$ cat src/rtl/core/dedup_event_queue_assert.svh
// Assertion macros shared by the deduplicating event queue RTL.
`ifndef DEDUP_EVENT_QUEUE_ASSERT_SVH
`define DEDUP_EVENT_QUEUE_ASSERT_SVH

// The consequent must hold in the same cycle as the antecedent.
`define DEQ_ASSERT_SAME(name, clk, rst, ante, cons) \
   name: assert property (@(posedge clk) disable iff (rst) (ante) |-> (cons)) \
      else $error("deq assertion failed in the same cycle");

// The consequent must hold in the cycle after the antecedent.
`define DEQ_ASSERT_NEXT(name, clk, rst, ante, cons) \
   name: assert property (@(posedge clk) disable iff (rst) (ante) |=> (cons)) \
      else $error("deq assertion failed in the next cycle");

`endif

$ cat src/rtl/core/deq_pkg.sv
// Package with the types and constants of the deduplicating event queue.
package deq_pkg;

   localparam int QUEUE_DEPTH = 16;
   localparam int EVENT_BITS  = 8;
   localparam int PTR_BITS    = $clog2(QUEUE_DEPTH);
   localparam int CMD_W       = 2;
   localparam int EVENT_IN_W  = 8;
   localparam int STATUS_W    = 3;
   localparam int EVENT_OUT_W = 8;

   typedef logic [PTR_BITS-1:0]    ptr_type;
   typedef logic [EVENT_BITS-1:0]  id_type;

   typedef enum logic [CMD_W-1:0] {
      CMD_POST    = 2'd0,
      CMD_CONSUME = 2'd1,
      CMD_RESTART = 2'd2
   } cmd_type;

   typedef enum logic [STATUS_W-1:0] {
      ST_QUEUED    = 3'd0,
      ST_PENDING   = 3'd1,
      ST_REJECTED  = 3'd2,
      ST_DELIVERED = 3'd3,
      ST_EMPTY     = 3'd4,
      ST_RESTARTED = 3'd5
   } status_type;

   typedef struct packed {
      logic    en;
      ptr_type addr;
      id_type  data;
   } slot_wr_type;

endpackage

$ cat src/rtl/core/dedup_event_queue.sv
// Deduplicating event queue: a ring of event ids in one memory, scanned on each post to a
// queue that is neither empty nor full, from the head until the id or the tail is found.
// A consume first reads the head slot through the registered read port of the memory.
// Restart and rejected requests go straight to the result; one request is handled at a time.
// Synchronous reset empties the queue and clears rsp_tvalid; slot contents are not cleared.
`include "dedup_event_queue_assert.svh"

module dedup_event_queue
   import deq_pkg::*;
(
   input  logic                   clock,
   input  logic                   reset,
   input  logic                   req_tvalid,
   output logic                   req_tready,
   input  logic [EVENT_IN_W-1:0]  req_tdata,   // [7:0] event_id
   input  logic [CMD_W-1:0]       req_tuser,   // [1:0] cmd
   output logic                   rsp_tvalid,
   input  logic                   rsp_tready,
   output logic [EVENT_OUT_W-1:0] rsp_tdata,   // [7:0] event_out
   output logic [STATUS_W-1:0]    rsp_tuser    // [2:0] status
);

   typedef enum logic [1:0] {
      S_IDLE,
      S_SCAN,
      S_POP,
      S_RESULT
   } state_type;

   state_type                state_ff, state_in;
   ptr_type                  head_ff, head_in;
   ptr_type                  tail_ff, tail_in;
   ptr_type                  scan_ff, scan_in;
   logic                     full_ff, full_in;
   logic                     empty_ff, empty_in;
   id_type                   id_ff, id_in;
   status_type               res_status_ff, res_status_in;
   logic [EVENT_OUT_W-1:0]   res_event_ff, res_event_in;
   logic                     rsp_valid_ff, rsp_valid_in;
   status_type               rsp_status_ff, rsp_status_in;
   logic [EVENT_OUT_W-1:0]   rsp_event_ff, rsp_event_in;

   slot_wr_type wr;
   ptr_type     rd_addr;
   id_type      rd_data;
   ptr_type     head_inc;
   ptr_type     tail_inc;
   ptr_type     scan_inc;
   id_type      req_id;
   logic        out_free;

   deq_slot_ram u_slot_ram (
      .clock   (clock),
      .wr      (wr),
      .rd_addr (rd_addr),
      .rd_data (rd_data)
   );

   assign head_inc   = ptr_type'(head_ff + 1'b1);
   assign tail_inc   = ptr_type'(tail_ff + 1'b1);
   assign scan_inc   = ptr_type'(scan_ff + 1'b1);
   assign req_id     = id_type'(req_tdata);
   assign out_free   = !rsp_valid_ff || rsp_tready;
   assign req_tready = (state_ff == S_IDLE);

   always_comb begin
      state_in      = state_ff;
      head_in       = head_ff;
      tail_in       = tail_ff;
      scan_in       = scan_ff;
      full_in       = full_ff;
      empty_in      = empty_ff;
      id_in         = id_ff;
      res_status_in = res_status_ff;
      res_event_in  = res_event_ff;
      rsp_valid_in  = rsp_valid_ff && !rsp_tready;
      rsp_status_in = rsp_status_ff;
      rsp_event_in  = rsp_event_ff;
      wr            = '0;
      rd_addr       = head_ff;

      case (state_ff)
         S_IDLE: begin
            if (req_tvalid) begin
               id_in        = req_id;
               res_event_in = '0;
               case (cmd_type'(req_tuser))
                  CMD_POST: begin
                     if (full_ff) begin
                        res_status_in = ST_REJECTED;
                        state_in      = S_RESULT;
                     end else if (empty_ff) begin
                        wr.en         = 1'b1;
                        wr.addr       = tail_ff;
                        wr.data       = req_id;
                        tail_in       = tail_inc;
                        empty_in      = 1'b0;
                        full_in       = (tail_inc == head_ff);
                        res_status_in = ST_QUEUED;
                        state_in      = S_RESULT;
                     end else begin
                        rd_addr  = head_ff;
                        scan_in  = head_ff;
                        state_in = S_SCAN;
                     end
                  end
                  CMD_CONSUME: begin
                     if (empty_ff) begin
                        res_status_in = ST_EMPTY;
                        state_in      = S_RESULT;
                     end else begin
                        rd_addr  = head_ff;
                        state_in = S_POP;
                     end
                  end
                  CMD_RESTART: begin
                     head_in       = '0;
                     tail_in       = '0;
                     full_in       = 1'b0;
                     empty_in      = 1'b1;
                     res_status_in = ST_RESTARTED;
                     state_in      = S_RESULT;
                  end
                  default: begin
                     res_status_in = ST_REJECTED;
                     state_in      = S_RESULT;
                  end
               endcase
            end
         end
         S_SCAN: begin
            if (rd_data == id_ff) begin
               res_status_in = ST_PENDING;
               state_in      = S_RESULT;
            end else if (scan_inc == tail_ff) begin
               wr.en         = 1'b1;
               wr.addr       = tail_ff;
               wr.data       = id_ff;
               tail_in       = tail_inc;
               empty_in      = 1'b0;
               full_in       = (tail_inc == head_ff);
               res_status_in = ST_QUEUED;
               state_in      = S_RESULT;
            end else begin
               rd_addr = scan_inc;
               scan_in = scan_inc;
            end
         end
         S_POP: begin
            res_event_in  = EVENT_OUT_W'(rd_data);
            head_in       = head_inc;
            full_in       = 1'b0;
            empty_in      = (head_inc == tail_ff);
            res_status_in = ST_DELIVERED;
            state_in      = S_RESULT;
         end
         S_RESULT: begin
            if (out_free) begin
               rsp_valid_in  = 1'b1;
               rsp_status_in = res_status_ff;
               rsp_event_in  = res_event_ff;
               state_in      = S_IDLE;
            end
         end
         default: begin
            state_in = S_IDLE;
         end
      endcase
   end

   always_ff @(posedge clock) begin
      if (reset) begin
         state_ff     <= S_IDLE;
         head_ff      <= '0;
         tail_ff      <= '0;
         full_ff      <= 1'b0;
         empty_ff     <= 1'b1;
         rsp_valid_ff <= 1'b0;
      end else begin
         state_ff     <= state_in;
         head_ff      <= head_in;
         tail_ff      <= tail_in;
         full_ff      <= full_in;
         empty_ff     <= empty_in;
         rsp_valid_ff <= rsp_valid_in;
      end
      scan_ff       <= scan_in;
      id_ff         <= id_in;
      res_status_ff <= res_status_in;
      res_event_ff  <= res_event_in;
      rsp_status_ff <= rsp_status_in;
      rsp_event_ff  <= rsp_event_in;
   end

   assign rsp_tvalid = rsp_valid_ff;
   assign rsp_tdata  = rsp_event_ff;
   assign rsp_tuser  = rsp_status_ff;

   `DEQ_ASSERT_SAME(a_flags_exclusive, clock, reset, 1'b1, !(full_ff && empty_ff))
   `DEQ_ASSERT_SAME(a_flags_pointers, clock, reset, full_ff || empty_ff, head_ff == tail_ff)
   `DEQ_ASSERT_SAME(a_scan_nonempty, clock, reset, state_ff == S_SCAN, !full_ff && !empty_ff)
   `DEQ_ASSERT_NEXT(a_accept_busy, clock, reset, req_tvalid && req_tready, state_ff != S_IDLE)

endmodule

$ cat src/rtl/core/deq_slot_ram.sv
// Slot memory of the event queue: one write port and one registered read port.
module deq_slot_ram
   import deq_pkg::*;
(
   input  logic        clock,
   input  slot_wr_type wr,
   input  ptr_type     rd_addr,
   output id_type      rd_data
);

   id_type mem [QUEUE_DEPTH];
   id_type rd_data_ff;

   always_ff @(posedge clock) begin
      if (wr.en) begin
         mem[wr.addr] <= wr.data;
      end
   end

   always_ff @(posedge clock) begin
      rd_data_ff <= mem[rd_addr];
   end

   assign rd_data = rd_data_ff;

endmodule
$ cat config.mk
export PLATFORM = sky130hd
export DESIGN_NAME = dedup_event_queue
export DESIGN_NICKNAME = d
export VERILOG_FILES = /design/src/rtl/core/deq_pkg.sv /design/src/rtl/core/dedup_event_queue.sv /design/src/rtl/core/deq_slot_ram.sv
export VERILOG_INCLUDE_DIRS = /design/src /design/src/rtl/core
export SDC_FILE = /design/constraint.sdc
export NUM_CORES = 1
export LEC_CHECK = 0
export BUFFER_PORTS_ARGS = -buffer_cell sky130_fd_sc_hd__buf_2
export CORE_UTILIZATION = 45
export CTS_BUF_LIST = sky130_fd_sc_hd__clkbuf_16
export DETAILED_ROUTE_END_ITERATION = 10
export PLACE_DENSITY = 0.72
export SKIP_LAST_GASP = 1
export SYNTH_ARGS = -nofsm -noshare
export SYNTH_HDL_FRONTEND = slang
export SYNTH_SLANG_ARGS = --single-unit
$ cat constraint.sdc
create_clock -name clock -period 3.2 [get_ports clock]
set_clock_uncertainty 0.15 [all_clocks]
set_input_delay 0.64 -clock clock [delete_from_list [all_inputs] [get_ports clock]]
set_output_delay 0.64 -clock clock [all_outputs]
set_load 0.05 [all_outputs]
==> qor.csv <==
stage;metric;value;unit
cells_and_area;fin nets;770;
clock_tree;CTS tree;done;
power_and_ir_drop;VDD IR max;0.429;mV
run;MaxCap Viol Count;0;
grt;GRT Overall Usage;22.2;%
clock_tree;Clock Sink Count;183;
synth;number of enable flip-flop cells after synthesis;162;
worst_setup_path;WS Path Type;register to register;
detailed_routing;routed wire length per instance;21.0;um
min_path;end of the worst hold path;id_ff[7]$_DFFE_PP_;
cells_and_area;antenna fix cells;0;
sta;final period utilization;99.4;%
worst_setup_path;Max FO, Critical Path;8;
synth;ranking of synthesized cells by area;edfxtp_1 58%, mux2i_1 5.6%, dfxtp_1 5.0%;
synth;Post-synth top cells;162 x edfxtp_1, 93 x nand2_1, 61 x a21oi_1;
grt;pin count of the biggest net entering global routing;55;
synth;cells after synthesis;672;
cells_and_area;synthesis-to-layout area growth;23.2;%
worst_setup_path;Reg-to-Reg End;u_slot_ram.rd_data[2]$_DFF_P_;
worst_setup_path;Critical Path Slowest Stage Cell;edfxtp_1;
placed_design;routability cong.;0.890;
synth;register area share after synthesis;63.2;%
detailed_routing;vias;5892;
grt;first-pass GRT wire length;32400;um
grt;grt total ovfl;0;
run_status;status;finished, violations left;
run_status;failing checks;design-rule violations;
power_and_ir_drop;LEAKAGE;0.00379;uW
clock_tree;Clock transition at path regs;0.07;ns
worst_setup_path;Worst R2R Setup Slack;0.02;ns
detailed_routing;number of remaining DRC errors;8;
synth;Async SR Flop Fraction;0;%
power_and_ir_drop;sequential share of power;37.1;%
synth;Cell variety after synth;55;
placed_design;Post-DP HPWL;13400;um
min_path;hold crit path type;input pin to register;
sta;Final Max Slew Viols;0;
sta;Hold Slack;0.255;ns
sta;Max Clk Rate;314;MHz
grt;initial antenna violation count;0;
clock_tree;clock latency on the worst-skew pair;0.42;ns
worst_setup_path;startpoint type of the worst setup path;register;
detailed_routing;WL final;20700;um
sta;RSZ-0062 raised after global routing;yes;
detailed_routing;Vias/cell;5.97;
detailed_routing;Initial DRC Count;505;
clock_tree;CTS Hold Bufs;0;
synth;Post-Syn Area per Cell;12.4;sq um
power_and_ir_drop;Power, Total;8350;uW
die;Core Area;18100;sq um
cells_and_area;layout cells sized above 1;22.7;%
synth;Cell Area, Synth;8360;sq um
worst_setup_path;element type at the critical path end;register;
sta;final setup fails;0;
power_and_ir_drop;Net Sw Power;2660;uW
clock_tree;CTS Buffer Depth;2;
die;Die Width;138;um
clock_tree;clock root buffer;clkbuf_16;
synth;Top FF cell, synth;edfxtp_1;
synth;area share of the leading cell type in the synthesized netlist;58.2;%
die;effective utilization at floorplan;46.2;%
worst_setup_path;CP dominant cell by count;buf_12;
sta;Tightest Pin Transition;0.906;ns
die;I/O pin count;27;
sta;Final Hold Viols;0;
worst_setup_path;crit path cell chain;ha_4 -> xnor2_1 -> and3_4 -> a221oi_4 -> mux2i_4 -> buf_12 -> buf_12 -> mux2i_1 -> o22ai_1 -> or3_1;
die;die area;19100;sq um
power_and_ir_drop;clock share of power;29.3;%
worst_setup_path;crit path DAT;3.34;ns
synth;Ys Warns;0;
power_and_ir_drop;combinational power share;33.6;%
synth;FF+latch count, synth;183;
worst_setup_path;FF-to-FF path depth;10;
sta;setup_tns;0;ns
synth;count leader, synth;edfxtp_1;
power_and_ir_drop;switching part of the total;31.9;%
min_path;Hold Path Cell Cnt;1;
power_and_ir_drop;Internal;5690;uW
sta;Tmin final;3.18;ns
worst_setup_path;slowest stage delay, CP;0.48;ns
sta;Slew HR;39.5;%
worst_setup_path;worst endpoint required time;3.36;ns
worst_setup_path;reg2reg start;scan_ff[0]$_DFFE_PP_;
synth;Net Count, Synth;697;
die;FP Rows;49;
power_and_ir_drop;Cell Pwr Density;810;nW/um^2
grt;vias in the first global route;5878;
detailed_routing;DRT Pass-1 Iters;8;
min_path;hold_sp;req_tdata[7];
die;die height;138;um
placed_design;count of input and output buffers;26;
clock_tree;H-tree Lvls;4;
clock_tree;total CTS buffers;17;
detailed_routing;Final ANT Viol Nets;0;
synth;Yosys top cell by area;edfxtp_1;
[worst max-delay path: cells and delay by family, from the launching register on]
family                   cells  cell delay, ns
multiplexers                 2            0.65
flip-flops                   1            0.48
adder cells (fa/ha/maj)      1            0.27
AO/OA/AOI/OAI                2            0.51
AND/OR/NAND/NOR              2            0.53
buffers and inverters        2            0.32
XOR/XNOR                     1            0.16
[logic make-up (layout without fill, tap and decap cells)]
kind of cell,after synthesis,count (layout),share of synthesized area (%)
fa+ha+maj,11,11,1.65
flops,183,183,63.2
mux,51,51,6.20
simple gates,208,208,11.8
compound gates,144,144,11.4
buf+inv,49,135,2.59
xor+xnor,26,26,3.22
[metrics by stage]
stage                     setup slack, ns  cells  area [sq um]  utilization [%]
after floorplan                    0.0360    672          8450                -
after global placement             -0.213    943          9170             50.7
after detailed placement           -0.308    943          9170             50.7
after CTS                          0.0244    985         10100             55.8
after global routing               -0.118    987         10300             56.9
final                              0.0188    987         10300             56.9
[state kept, by name, summed over array words and instances, names as in the netlist]
register            flops
u_slot_ram.mem        128
id_ff                   8
res_event_ff            8
rsp_tdata               8
u_slot_ram.rd_data      8
head_ff                 4
scan_ff                 4
tail_ff                 4
res_status_ff           3
rsp_tuser               3
state_ff                2
empty_ff                1
full_ff                 1
rsp_tvalid              1
[area by class of cell]
cell class	count	area, sq um
Clock buffer	17	425
Inverter	12	45.0
Multi-Input combinational cell	440	3200
Tap cell	229	287
Timing Repair Buffer	91	791
Sequential cell	183	5290
Fill cell	1356	7790
Clock inverter	15	268
[how the worst max path moves through the flow]
stage          depth (start not counted)                         endpoint                      from  slack, ns
2_1_floorplan                          8  u_slot_ram.mem[12][0]$_DFFE_PP_  state_ff[0]$_SDFFE_PP0P_       0.04
3_3_place_gp                           8    u_slot_ram.rd_data[5]$_DFF_P_      scan_ff[0]$_DFFE_PP_      -0.21
3_5_place_dp                           8    u_slot_ram.rd_data[5]$_DFF_P_      scan_ff[0]$_DFFE_PP_      -0.31
4_1_cts                               10    u_slot_ram.rd_data[0]$_DFF_P_      scan_ff[0]$_DFFE_PP_       0.02
5_1_grt                               10    u_slot_ram.rd_data[2]$_DFF_P_      scan_ff[0]$_DFFE_PP_      -0.12
6_report                              10    u_slot_ram.rd_data[2]$_DFF_P_      scan_ff[0]$_DFFE_PP_       0.02
[power by group through the flow]
| stage | Sequential (uW) | Combinational [uW] | Clock [uW] |
|---|---|---|---|
| final | 3100 | 2800 | 2450 |
| after global routing | 3110 | 3000 | 2570 |
| after CTS | 3090 | 2610 | 2470 |
| after detailed placement | 3130 | 2360 | 0 |
| after global placement | 3120 | 2300 | 0 |
| after floorplan | 3160 | 1570 | 0 |
[repair_timing]
| item | CTS | global route |
|---|---|---|
| setup endpoints to repair | 8 | 8 |
| gates resized for setup | 20 | 39 |
| cloned | 2 | 1 |
| pin swaps | 5 | 10 |
| buffers inserted | 8 | 2 |
[placed cells by master (no fill, tap or decap), drive strengths merged, types with 9 or more instances in the layout]
cell / n
nand2b: 28
inv: 15
mux2i: 48
dfxtp: 21
buf: 89
ha: 11
o211ai: 25
o22ai: 17
edfxtp: 162
a21oi: 61
and2: 9
nor2: 33
xnor2: 15
nand2: 93
nor3: 9
clkbuf: 18
[routing by layer]
layer	wire, um	vias to the layer above	track usage (%)
met5	0	-	0
met4	837	0	10.6
met3	1370	51	4.95
met2	10200	267	37.2
met1	8290	2916	27.4
li1	-	2658	-
No activity file was read; power rests on OpenSTA's default activity.
